===== src/rtl/base64_variant_encoder_macros.svh =====
// Assertion macros used by the base64 variant encoder back end (b64v_back).
// No dependencies; the including module must have clk and arst_n.
`ifndef BASE64_VARIANT_ENCODER_MACROS_SVH
`define BASE64_VARIANT_ENCODER_MACROS_SVH

// Same-cycle implication, checked outside reset.
`define B64V_ASSERT_IMPL(label, ante, cons, msg) \
	label: assert property (@(posedge clk) disable iff (!arst_n) (ante) |-> (cons)) \
		else $error(msg);

// Next-cycle implication, checked outside reset.
`define B64V_ASSERT_NEXT(label, ante, cons, msg) \
	label: assert property (@(posedge clk) disable iff (!arst_n) (ante) |=> (cons)) \
		else $error(msg);

`endif


===== src/rtl/b64v_pkg.sv =====
// Package for the base64 variant encoder: group record, constants, symbol map.
// No dependencies.
`timescale 1ns / 1ps
package b64v_pkg;

	localparam int QUEUE_DEPTH = 2;
	localparam int CHARS_PER_GROUP = 4;
	localparam logic [7:0] PAD_CHAR = 8'h5F;
	localparam logic [1:0] LAST_SLOT = 2'd3;

	// One encoded group: four 6-bit symbol indexes, pad marks for slots 2 and 3,
	// and whether slot 3 ends the stream.
	typedef struct packed {
		logic [CHARS_PER_GROUP-1:0][5:0] idx;
		logic                             pad2;
		logic                             pad3;
		logic                             last;
	} group_t;

	// Map a 6-bit value onto the variant alphabet.
	function automatic logic [7:0] sym(input logic [5:0] v);
		logic [7:0] v8;
		logic [7:0] c;
		v8 = {2'b00, v};
		if (v < 6'd26) begin
			c = 8'h41 + v8;
		end else if (v < 6'd52) begin
			c = 8'h61 + v8 - 8'd26;
		end else if (v < 6'd62) begin
			c = 8'h30 + v8 - 8'd52;
		end else if (v == 6'd62) begin
			c = 8'h2E;
		end else begin
			c = 8'h40;
		end
		return c;
	endfunction

endpackage


===== src/rtl/base64_variant_encoder.sv =====
// Top level of the base64 variant encoder: front end, group queue, back end.
// Depends on b64v_pkg, b64v_front, b64v_queue, b64v_back.
//
//  channel  | handshake          | payload
//  ---------+--------------------+--------------------------
//  input    | push / full        | data_byte, end_of_stream
//  result   | empty / pop        | out_char, last_char
//
// A byte is taken whenever the group queue has room; three bytes
// (or a final tail) form a group of four characters.
// The back end sends one character per cycle while each one is popped, so the
// sustained rate is set by the single character output.
// Reset clears the open-group count, queue pointers and the output valid flag.
// A stalled result side fills the two-entry queue, then full stops input.
`timescale 1ns / 1ps
module base64_variant_encoder (
	input  logic       clk,
	input  logic       arst_n,
	input  logic       push,
	output logic       full,
	input  logic [7:0] data_byte,
	input  logic       end_of_stream,
	output logic       empty,
	input  logic       pop,
	output logic [7:0] out_char,
	output logic       last_char
);
	import b64v_pkg::*;

	group_t q_wr_data;
	group_t q_rd_data;
	logic   q_wr;
	logic   q_rd;
	logic   q_full;
	logic   q_empty;

	assign full = q_full;

	b64v_front u_front (
		.clk           (clk),
		.arst_n        (arst_n),
		.push          (push),
		.q_full        (q_full),
		.data_byte     (data_byte),
		.end_of_stream (end_of_stream),
		.q_wr          (q_wr),
		.q_wr_data     (q_wr_data)
	);

	b64v_queue u_queue (
		.clk     (clk),
		.arst_n  (arst_n),
		.wr      (q_wr),
		.wr_data (q_wr_data),
		.rd      (q_rd),
		.rd_data (q_rd_data),
		.full    (q_full),
		.empty   (q_empty)
	);

	b64v_back u_back (
		.clk       (clk),
		.arst_n    (arst_n),
		.q_rd_data (q_rd_data),
		.q_empty   (q_empty),
		.q_rd      (q_rd),
		.pop       (pop),
		.empty     (empty),
		.out_char  (out_char),
		.last_char (last_char)
	);

endmodule


===== src/rtl/b64v_front.sv =====
// Front end: accepts bytes, holds the open group and forms encoded groups.
// Depends on b64v_pkg.
`timescale 1ns / 1ps
module b64v_front (
	input  logic              clk,
	input  logic              arst_n,
	input  logic              push,
	input  logic              q_full,
	input  logic [7:0]        data_byte,
	input  logic              end_of_stream,
	output logic              q_wr,
	output b64v_pkg::group_t  q_wr_data
);
	import b64v_pkg::*;

	logic [7:0] pend_q [2];
	logic [1:0] count_q;
	logic       accept;
	logic       emit;
	logic [7:0] a0;
	logic [7:0] a1;
	logic [7:0] b;

	assign accept = push && !q_full;
	assign a0 = pend_q[0];
	assign a1 = pend_q[1];
	assign b  = data_byte;
	// Count three never occurs; treat it like two.
	assign emit = count_q[1] || end_of_stream;
	assign q_wr = accept && emit;

	always_comb begin
		q_wr_data = '0;
		if (count_q[1]) begin
			q_wr_data.idx[0] = a0[7:2];
			q_wr_data.idx[1] = {a0[1:0], a1[7:4]};
			q_wr_data.idx[2] = {a1[3:0], b[7:6]};
			q_wr_data.idx[3] = b[5:0];
			q_wr_data.last   = end_of_stream;
		end else if (count_q[0]) begin
			q_wr_data.idx[0] = a0[7:2];
			q_wr_data.idx[1] = {a0[1:0], b[7:4]};
			q_wr_data.idx[2] = {b[3:0], 2'b00};
			q_wr_data.pad3   = 1'b1;
			q_wr_data.last   = 1'b1;
		end else begin
			q_wr_data.idx[0] = b[7:2];
			q_wr_data.idx[1] = {b[1:0], 4'h0};
			q_wr_data.pad2   = 1'b1;
			q_wr_data.pad3   = 1'b1;
			q_wr_data.last   = 1'b1;
		end
	end

	always_ff @(posedge clk or negedge arst_n) begin
		if (!arst_n) begin
			count_q <= 2'd0;
		end else if (accept) begin
			count_q <= emit ? 2'd0 : count_q + 2'd1;
		end
	end

	// Hold a byte of the open group.
	always_ff @(posedge clk) begin
		if (accept && !emit) begin
			pend_q[count_q[0]] <= data_byte;
		end
	end

endmodule


===== src/rtl/b64v_queue.sv =====
// Two-entry group queue between front and back end.
// Depends on b64v_pkg.
`timescale 1ns / 1ps
module b64v_queue (
	input  logic              clk,
	input  logic              arst_n,
	input  logic              wr,
	input  b64v_pkg::group_t  wr_data,
	input  logic              rd,
	output b64v_pkg::group_t  rd_data,
	output logic              full,
	output logic              empty
);
	import b64v_pkg::*;

	localparam int PtrW = $clog2(QUEUE_DEPTH);
	localparam int CntW = $clog2(QUEUE_DEPTH + 1);

	group_t            slot_q [QUEUE_DEPTH];
	logic [PtrW-1:0]   wr_ptr_q;
	logic [PtrW-1:0]   rd_ptr_q;
	logic [CntW-1:0]   count_q;
	logic              do_wr;
	logic              do_rd;

	assign full    = (count_q == CntW'(QUEUE_DEPTH));
	assign empty   = (count_q == '0);
	assign do_wr   = wr && !full;
	assign do_rd   = rd && !empty;
	assign rd_data = slot_q[rd_ptr_q];

	always_ff @(posedge clk or negedge arst_n) begin
		if (!arst_n) begin
			wr_ptr_q <= '0;
			rd_ptr_q <= '0;
			count_q  <= '0;
		end else begin
			if (do_wr) begin
				wr_ptr_q <= (wr_ptr_q == PtrW'(QUEUE_DEPTH - 1)) ? '0 : wr_ptr_q + 1'b1;
			end
			if (do_rd) begin
				rd_ptr_q <= (rd_ptr_q == PtrW'(QUEUE_DEPTH - 1)) ? '0 : rd_ptr_q + 1'b1;
			end
			if (do_wr && !do_rd) begin
				count_q <= count_q + 1'b1;
			end else if (do_rd && !do_wr) begin
				count_q <= count_q - 1'b1;
			end
		end
	end

	always_ff @(posedge clk) begin
		if (do_wr) begin
			slot_q[wr_ptr_q] <= wr_data;
		end
	end

endmodule


===== src/rtl/b64v_back.sv =====
// Back end: serializes queued groups into characters, one per cycle while pop keeps up.
// Depends on b64v_pkg and base64_variant_encoder_macros.svh.
`timescale 1ns / 1ps
`include "base64_variant_encoder_macros.svh"
module b64v_back (
	input  logic              clk,
	input  logic              arst_n,
	input  b64v_pkg::group_t  q_rd_data,
	input  logic              q_empty,
	output logic              q_rd,
	input  logic              pop,
	output logic              empty,
	output logic [7:0]        out_char,
	output logic              last_char
);
	import b64v_pkg::*;

	logic [1:0] slot_q;
	logic       out_valid_q;
	logic [7:0] out_char_q;
	logic       last_char_q;
	logic       out_load;
	logic       taken;
	logic       is_pad;
	logic [7:0] next_char;

	assign taken    = pop && out_valid_q;
	assign out_load = !q_empty && (!out_valid_q || taken);
	assign q_rd     = out_load && (slot_q == LAST_SLOT);

	always_comb begin
		case (slot_q)
			2'd2:    is_pad = q_rd_data.pad2;
			2'd3:    is_pad = q_rd_data.pad3;
			default: is_pad = 1'b0;
		endcase
		next_char = is_pad ? PAD_CHAR : sym(q_rd_data.idx[slot_q]);
	end

	always_ff @(posedge clk or negedge arst_n) begin
		if (!arst_n) begin
			slot_q      <= 2'd0;
			out_valid_q <= 1'b0;
		end else begin
			if (out_load) begin
				slot_q      <= slot_q + 2'd1;
				out_valid_q <= 1'b1;
			end else if (taken) begin
				out_valid_q <= 1'b0;
			end
		end
	end

	always_ff @(posedge clk) begin
		if (out_load) begin
			out_char_q  <= next_char;
			last_char_q <= (slot_q == LAST_SLOT) && q_rd_data.last;
		end
	end

	assign empty     = !out_valid_q;
	assign out_char  = out_char_q;
	assign last_char = last_char_q;

	`B64V_ASSERT_NEXT(a_wrap, out_load && slot_q == LAST_SLOT, slot_q == 2'd0, "slot did not wrap")
	`B64V_ASSERT_NEXT(a_last_pos, out_load && slot_q != LAST_SLOT, !last_char_q, "last mark off slot 3")
	`B64V_ASSERT_NEXT(a_no_early_pad, out_load && !slot_q[1], out_char_q != PAD_CHAR, "pad in slot 0 or 1")

endmodule

===== config.mk =====
export PLATFORM = sky130hd
export DESIGN_NAME = base64_variant_encoder
export DESIGN_NICKNAME = d
export VERILOG_FILES = /design/src/rtl/b64v_pkg.sv /design/src/rtl/base64_variant_encoder.sv /design/src/rtl/b64v_front.sv /design/src/rtl/b64v_queue.sv /design/src/rtl/b64v_back.sv
export VERILOG_INCLUDE_DIRS = /design/src /design/src/rtl
export SDC_FILE = /design/constraint.sdc
export NUM_CORES = 1
export LEC_CHECK = 0
export BUFFER_PORTS_ARGS = -buffer_cell sky130_fd_sc_hd__buf_2
export CAP_MARGIN = 20
export CORE_UTILIZATION = 50
export CTS_BUF_LIST = sky130_fd_sc_hd__clkbuf_8
export DETAILED_ROUTE_END_ITERATION = 16
export PLACE_DENSITY = 0.7
export RECOVER_POWER = 25
export SYNTH_ARGS = -nofsm -noshare
export SYNTH_HDL_FRONTEND = slang
export SYNTH_SLANG_ARGS = --single-unit

===== constraint.sdc =====
create_clock -name clk -period 3.25 [get_ports clk]
set_clock_uncertainty 0.15 [all_clocks]
set_input_delay 0.4875 -clock clk [delete_from_list [all_inputs] [get_ports clk]]
set_output_delay 0.4875 -clock clk [all_outputs]
set_load 0.05 [all_outputs]

After elaboration in Yosys (flattened, before gate mapping)
Memories as Yosys holds them, arrays and structs flattened.
Cells that the tools add are included.
Widths: inputs -> output; s select.
{"block": "totals", "ramBits": 70, "mem_count": 2, "latch_bits": 0, "wordCells": 76, "output_inout_bits": 11, "reg_bits": 18, "mem_bits_ro": 0}
{"name": "u_queue.slot_q", "words": 2, "word_bits": 27, "read_ports": 1, "rd_ports_with_merged_regs": 0, "write_ports": 1, "line_no": "b64v_queue.sv:19", "source": "group_t slot_q [QUEUE_DEPTH];"}
{"name": "u_front.pend_q", "words": 2, "word_bits": 8, "read_ports": 2, "rd_ports_with_merged_regs": 0, "write_ports": 1, "line_no": "b64v_front.sv:16", "source": "logic [7:0] pend_q [2];"}
{"block": "op_classes", "add_sub_neg": 11, "n_div": 0, "muxes": 25, "multipliers": 0, "bitwise_logic": 0, "shifts": 0, "n_lt_le_gt_ge": 4, "n_reduce_logical": 22, "n_eq_ne": 4}
{"cell": "$mux 8", "n": 3}
{"cell": "$mux 18", "n": 1}
{"cell": "$mux 6", "n": 3}
{"cell": "$add 7x6->8 const A", "n": 2}
{"cell": "$bmux 6 s2", "n": 1}
{"cell": "$lt 6x6->1 const B", "n": 2}
{"cell": "$mux 12", "n": 1}
{"cell": "$logic_and 1x1->1", "n": 11}
{"cell": "$mux 1", "n": 10}
{"cell": "$mux 2", "n": 4}
{"cell": "$sub 8x5->8 const B", "n": 1}
{"cell": "$sub 8x6->8 const B", "n": 1}
{"cell": "$add 6x6->7 const A", "n": 1}
{"cell": "$mux 7", "n": 1}
{"cell": "$add 2x1->2 const B", "n": 3}
{"cell": "$eq 2x2->1 const B", "n": 3}
{"cell": "$eq 6x6->1 const B", "n": 1}
{"cell": "$logic_not 1->1", "n": 6}
{"cell": "$lt 6x5->1 const B", "n": 1}
{"cell": "$reduce_bool 2->1", "n": 2}
{"cell": "$lt 2x3->1 const B", "n": 1}
{"cell": "$add 1x1->1 const B", "n": 2}
{"cell": "$logic_not 2->1", "n": 1}
{"cell": "$logic_or 1x1->1", "n": 2}
{"cell": "other kinds (2)", "n": 2}

Depth between registers and ports, before layout
{"block": "logic_depth", "ltp_word": 9, "ltp_mapped": 13, "depth_no_buf": 10}

By module
A second synthesis with hierarchy kept.
{"block": "hier_totals", "cells_unflattened": 274, "area_unflattened_um2": 4227.8}
{"module": "b64v_queue", "instances": 1, "area_per_inst_um2": 2244.7, "cells_per_inst": 103, "seq_area_each_um2": 1721.7}
{"module": "b64v_back", "instances": 1, "area_per_inst_um2": 1091.0, "cells_per_inst": 107, "seq_area_each_um2": 345.3}
{"module": "b64v_front", "instances": 1, "area_per_inst_um2": 892.1, "cells_per_inst": 64, "seq_area_each_um2": 530.5}

Worst setup path after synthesis
No wires, ideal clock.
{"block": "synth_timing", "path_type": "flip-flop to flip-flop", "from": "register u_queue.rd_ptr_q", "to": "register u_back.out_char_q[5], in the netlist u_back.out_char[5] (data pin)", "setup_time_ns": 0.167, "period_less_slack_ns": 3.193, "arrival_time_ns": 2.876, "path_slack_ns": 0.057, "stages_incl_launch_ff": 12, "path_buffers": 3, "cell_sequence": "dfrtp_1 > buf_6 > buf_12 > mux4_2 > mux2i_1 > inv_1 > ha_1 > clkbuf_1 > a221o_1 > nor4b_2 > a21oi_1 > a221oi_2"}
{"block": "synth_via", "elab_chain_len": 8}
{"item": "start: declaration", "line_no": "b64v_queue.sv:21", "source": "logic [PtrW-1:0] rd_ptr_q;"}
{"item": "start signal: assignment", "line_no": "b64v_queue.sv:42", "source": "rd_ptr_q <= (rd_ptr_q == PtrW'(QUEUE_DEPTH - 1)) ? '0 : rd_ptr_q + 1'b1;"}
{"item": "$mem_v2 2x27 *"}
{"item": "$bmux 6 s2", "line_no": "b64v_back.sv:37", "source": "next_char = is_pad ? PAD_CHAR : sym(q_rd_data.idx[slot_q]);"}
{"item": "$mux 6 (implied by the code)", "line_no": "b64v_back.sv:37"}
{"item": "$add 6x6->7 / $eq 6x6->1 (equally long branches)", "line_no": "b64v_pkg.sv:30, b64v_pkg.sv:31"}
{"item": "$sub 8x6->8 / $mux 7 (equally long branches)", "line_no": "b64v_pkg.sv:30, b64v_pkg.sv:31"}
{"item": "$mux 8", "line_no": "b64v_pkg.sv:29", "source": "end else if (v < 6'd62) begin"}
{"item": "$mux 8", "line_no": "b64v_pkg.sv:27", "source": "end else if (v < 6'd52) begin"}
{"item": "$mux 8", "line_no": "b64v_pkg.sv:25", "source": "if (v < 6'd26) begin"}
{"item": "end signal: assignment", "line_no": "b64v_back.sv:56", "source": "out_char_q <= next_char;"}
{"item": "end: declaration", "line_no": "b64v_back.sv:20", "source": "logic [7:0] out_char_q;"}
Mark *: on every way between the ends. The rest lies on a longest branch, timed or not. The select of a mux whose other input is x is not followed.
A chain may end at the register's enable or synchronous reset.

Final worst setup path
Same ends and word-level chain as after synthesis.

==> metrics.md <==
| Metric | Value |
|---|---|
| Die Area | `8380 um2` |
| Syn avg cell area | `15.36 um2` |
| Clock tree sinks | `88` |
| Crit start category | `flip-flop` |
| Bufs on Longest Clock Path | `2` |
| Largest area contributor in the netlist | `edfxtp_1` |
| Synth Register Bits | `88` |
| Reg2Reg Depth | `10` |
| MaxCap Viol Count | `0` |
| Main synth FF type | `edfxtp_1` |
| Critical Path End | `u_back.out_char[5]$_SDFFCE_PP0N_` |
| Post-DP HPWL | `4897 um` |
| Crit-path slowest cell | `mux4_2` |
| Crit Path Class | `flip-flop to flip-flop` |
| GRT Resource Usage Total | `17.87%` |
| Max-slew headroom | `47.77%` |
| H-tree Lvls | `3` |
| Rows | `32` |
| Antenna diode count | `0` |
| Most frequent cells in the layout | `79 x edfxtp_1, 16 x buf_4, 14 x ha_1, 14 x buf_2, 13 x nor2_1` |
| Status | `finished, final reports clean` |
| Seq/Total Area, Yosys | `64.79%` |
| Worst Path Buf+Inv | `2` |
| Vias in the first global route | `2268` |
| Hold_ws | `0.1786 ns` |
| Worst min path class | `input pin to flip-flop` |
| First DRT Iteration DRCs | `135` |
| WL/cell | `16.74 um` |
| 1st-pass router iterations | `6` |
| Final Cycle Share | `96.03%` |
| Setup violations, final | `0` |
| Worst EP arrival | `3.14 ns` |
| Crit Reg-Reg Startpoint | `u_queue.rd_ptr_q$_DFFE_PN0P_` |
| F_max | `320.4 MHz` |
| CP required | `3.27 ns` |
| Commonest non-fill, non-tap cell in the layout | `edfxtp_1` |
| Syn Nets | `288` |
| Total Wirelength | `6879 um` |
| Grt total ovfl | `0` |
| First-pass GRT wire length | `11260 um` |
| Pin count of the biggest net entering global routing | `28` |
| Clock Latency Late Sink | `0.35 ns` |
| Initial core utilization | `51.88%` |
| Number of synthesized flops with an enable pin | `79` |
| FFs w/ async S/R, synth | `10.23%` |
| Top sig layer | `met4` |
| Die X | `91.54 um` |
| Post-layout util | `58.86%` |
| DRC | `0` |
| CP Depth | `10` |
| Layout fillers | `610` |
| Final Max Tran Viols | `0` |
| Initial antenna violation count | `0` |
| Worst path max stage delay | `0.52 ns` |
| Nets | `331` |
| IO Count | `24` |
| Worst setup EP type | `flip-flop` |
| Core box area | `7727 um2` |
| Ys Warns | `0` |
| DRT met1 WL | `3122 um` |
| CTS tree | `built` |
| CP startpoint | `u_queue.rd_ptr_q$_DFFE_PN0P_` |
| Chip height | `91.54 um` |
| Worst-path cell chain | `buf_12 -> mux4_2 -> mux2i_2 -> inv_2 -> ha_1 -> and2_1 -> a221o_1 -> nor4b_2 -> a21oi_1 -> a221oi_2` |
| Via density per instance | `5.516` |
| Hold Violations, Final | `0` |
| CP max FO | `12` |
| Largest cells by area after synthesis | `edfxtp_1 59%, mux4_2 6.7%, dfrtp_1 5.6%` |
| Worst-path clk slew | `0.09 ns` |
| Count of input and output buffers | `23` |
| Inserted Clock Buffers | `9` |
| Worst slew pin tran | `0.7806 ns` |
| Area Growth Syn to Fin | `13.45%` |
| Vias | `2267` |
| Total length of routed met2 wires | `3394 um` |
| Post-DRT Antenna Nets | `0` |
| Post-route setup TNS | `0 ns` |
| Share of layout cells above drive strength 1 | `25.24%` |
| Area share of the largest cell type after synthesis | `59.18%` |
| Syn Inst Count | `261` |
| Cell variety after synth | `41` |
| Reg-to-reg slack, setup | `0.13 ns` |
| RD Place Congestion | `0.8422` |
| Worst flop-to-flop path endpoint | `u_back.out_char[5]$_SDFFCE_PP0N_` |
| Synth Cell Area | `4009 um2` |
| Root buffer cell | `clkbuf_8` |
| DR WL met3 | `268 um` |
| Delay-heaviest family, CP | `multiplexers` |
| Clock period minus worst slack | `3.121 ns` |
[cells in the mapped netlist (2+ instances only)]
cell type and instances:
a21oi_1 7, a22o_1 8, a22oi_1 2, and2_1 11
and3_1 2, buf_1 2, clkbuf_1 5, dfrtp_1 9
edfxtp_1 79, ha_1 14, inv_1 12, mux2_2 12
mux2i_1 4, mux4_2 12, nand2_1 12, nand2b_1 3
nand3_1 5, nor2_1 13, nor2b_1 3, nor3_1 2
nor4_1 2, o211ai_1 5, o21ai_0 9, o21ai_1 2
xnor2_1 8, xor2_1 3
[metal layers]
layer  track usage (%)  vias to the layer above
met1             23.20                     1122
met2             29.64                       51
met3             4.271                        8
li1                  -                     1086
met5                 0                        -
met4             5.820                        0
[area by class of cell]
cell class	count	area, um2	share of cell area [%]
Sequential cell	88	2597	57.11
Multi-Input combinational cell	150	1315	28.91
Inverter	13	48.80	1.073
Clock inverter	7	77.57	1.706
Timing Repair Buffer	42	257.7	5.667
Tap cell	102	127.6	2.806
Clock buffer	9	123.9	2.724
[flip-flops by register name (all words and copies together), names as in the netlist]
| name | cells |
|---|---|
| u_queue.slot_q | 54 |
| u_front.pend_q | 16 |
| u_back.out_valid_q | 1 |
| u_back.out_char | 8 |
| u_back.last_char | 1 |
| u_back.slot_q | 2 |
| u_front.count_q | 2 |
| u_queue.rd_ptr_q | 1 |
| u_queue.count_q | 2 |
| u_queue.wr_ptr_q | 1 |
[worst min-delay path by stage]
stage                                                end    from  slack [ns]  cells after the start
final                     u_back.out_valid_q$_DFFE_PN0P_     pop        0.18                      2
after global routing      u_back.out_valid_q$_DFFE_PN0P_     pop        0.17                      2
after CTS                 u_back.out_valid_q$_DFFE_PN0P_     pop        0.16                      2
after detailed placement  u_front.count_q[1]$_DFFE_PN0N_  arst_n        0.21                      1
after global placement    u_front.count_q[0]$_DFFE_PN0N_  arst_n        0.20                      1
after floorplan           u_back.out_valid_q$_DFFE_PN0P_  arst_n        0.04                      0
[worst register-to-register path, stage by stage (launching register included)]
cell and delay (ns):
dfrtp_1 0.41, buf_12 0.18, mux4_2 0.53, mux2i_2 0.20
inv_2 0.11, ha_1 0.21, and2_1 0.15, a221o_1 0.36
nor4b_2 0.29, a21oi_1 0.08, a221oi_2 0.28
[what timing repair did]
| item | 4_1_cts | 5_1_grt |
|---|---|---|
| buffers inserted | 0 | 1 |
| setup endpoints to repair | 0 | 3 |
| hold buffers | 1 | 0 |
| resized for setup | 0 | 2 |
| endpoints found under the hold margin | 9 | 0 |
[logic make-up after synthesis]
kind of cell	after synthesis	synth area share, %
mux	29	11.49
simple gates	55	7.022
xor+xnor	11	2.403
flops	88	64.79
buf+inv	23	2.778
fa+ha+maj	14	4.370
compound gates	41	7.147
[metrics by stage]
stage | area, um2 | worst slack, ns | instances
global placement | 4340 | 0.2253 | 393
CTS | 4552 | 0.05105 | 410
floorplan | 4009 | 0.05667 | 261
global route | 4548 | -0.005810 | 411
finish | 4548 | 0.1290 | 411
detailed placement | 4340 | 0.08479 | 393
Power is left out: the tool's default activity adds up to more than one toggle a clock period on the data nets, which glitch-free logic cannot reach.
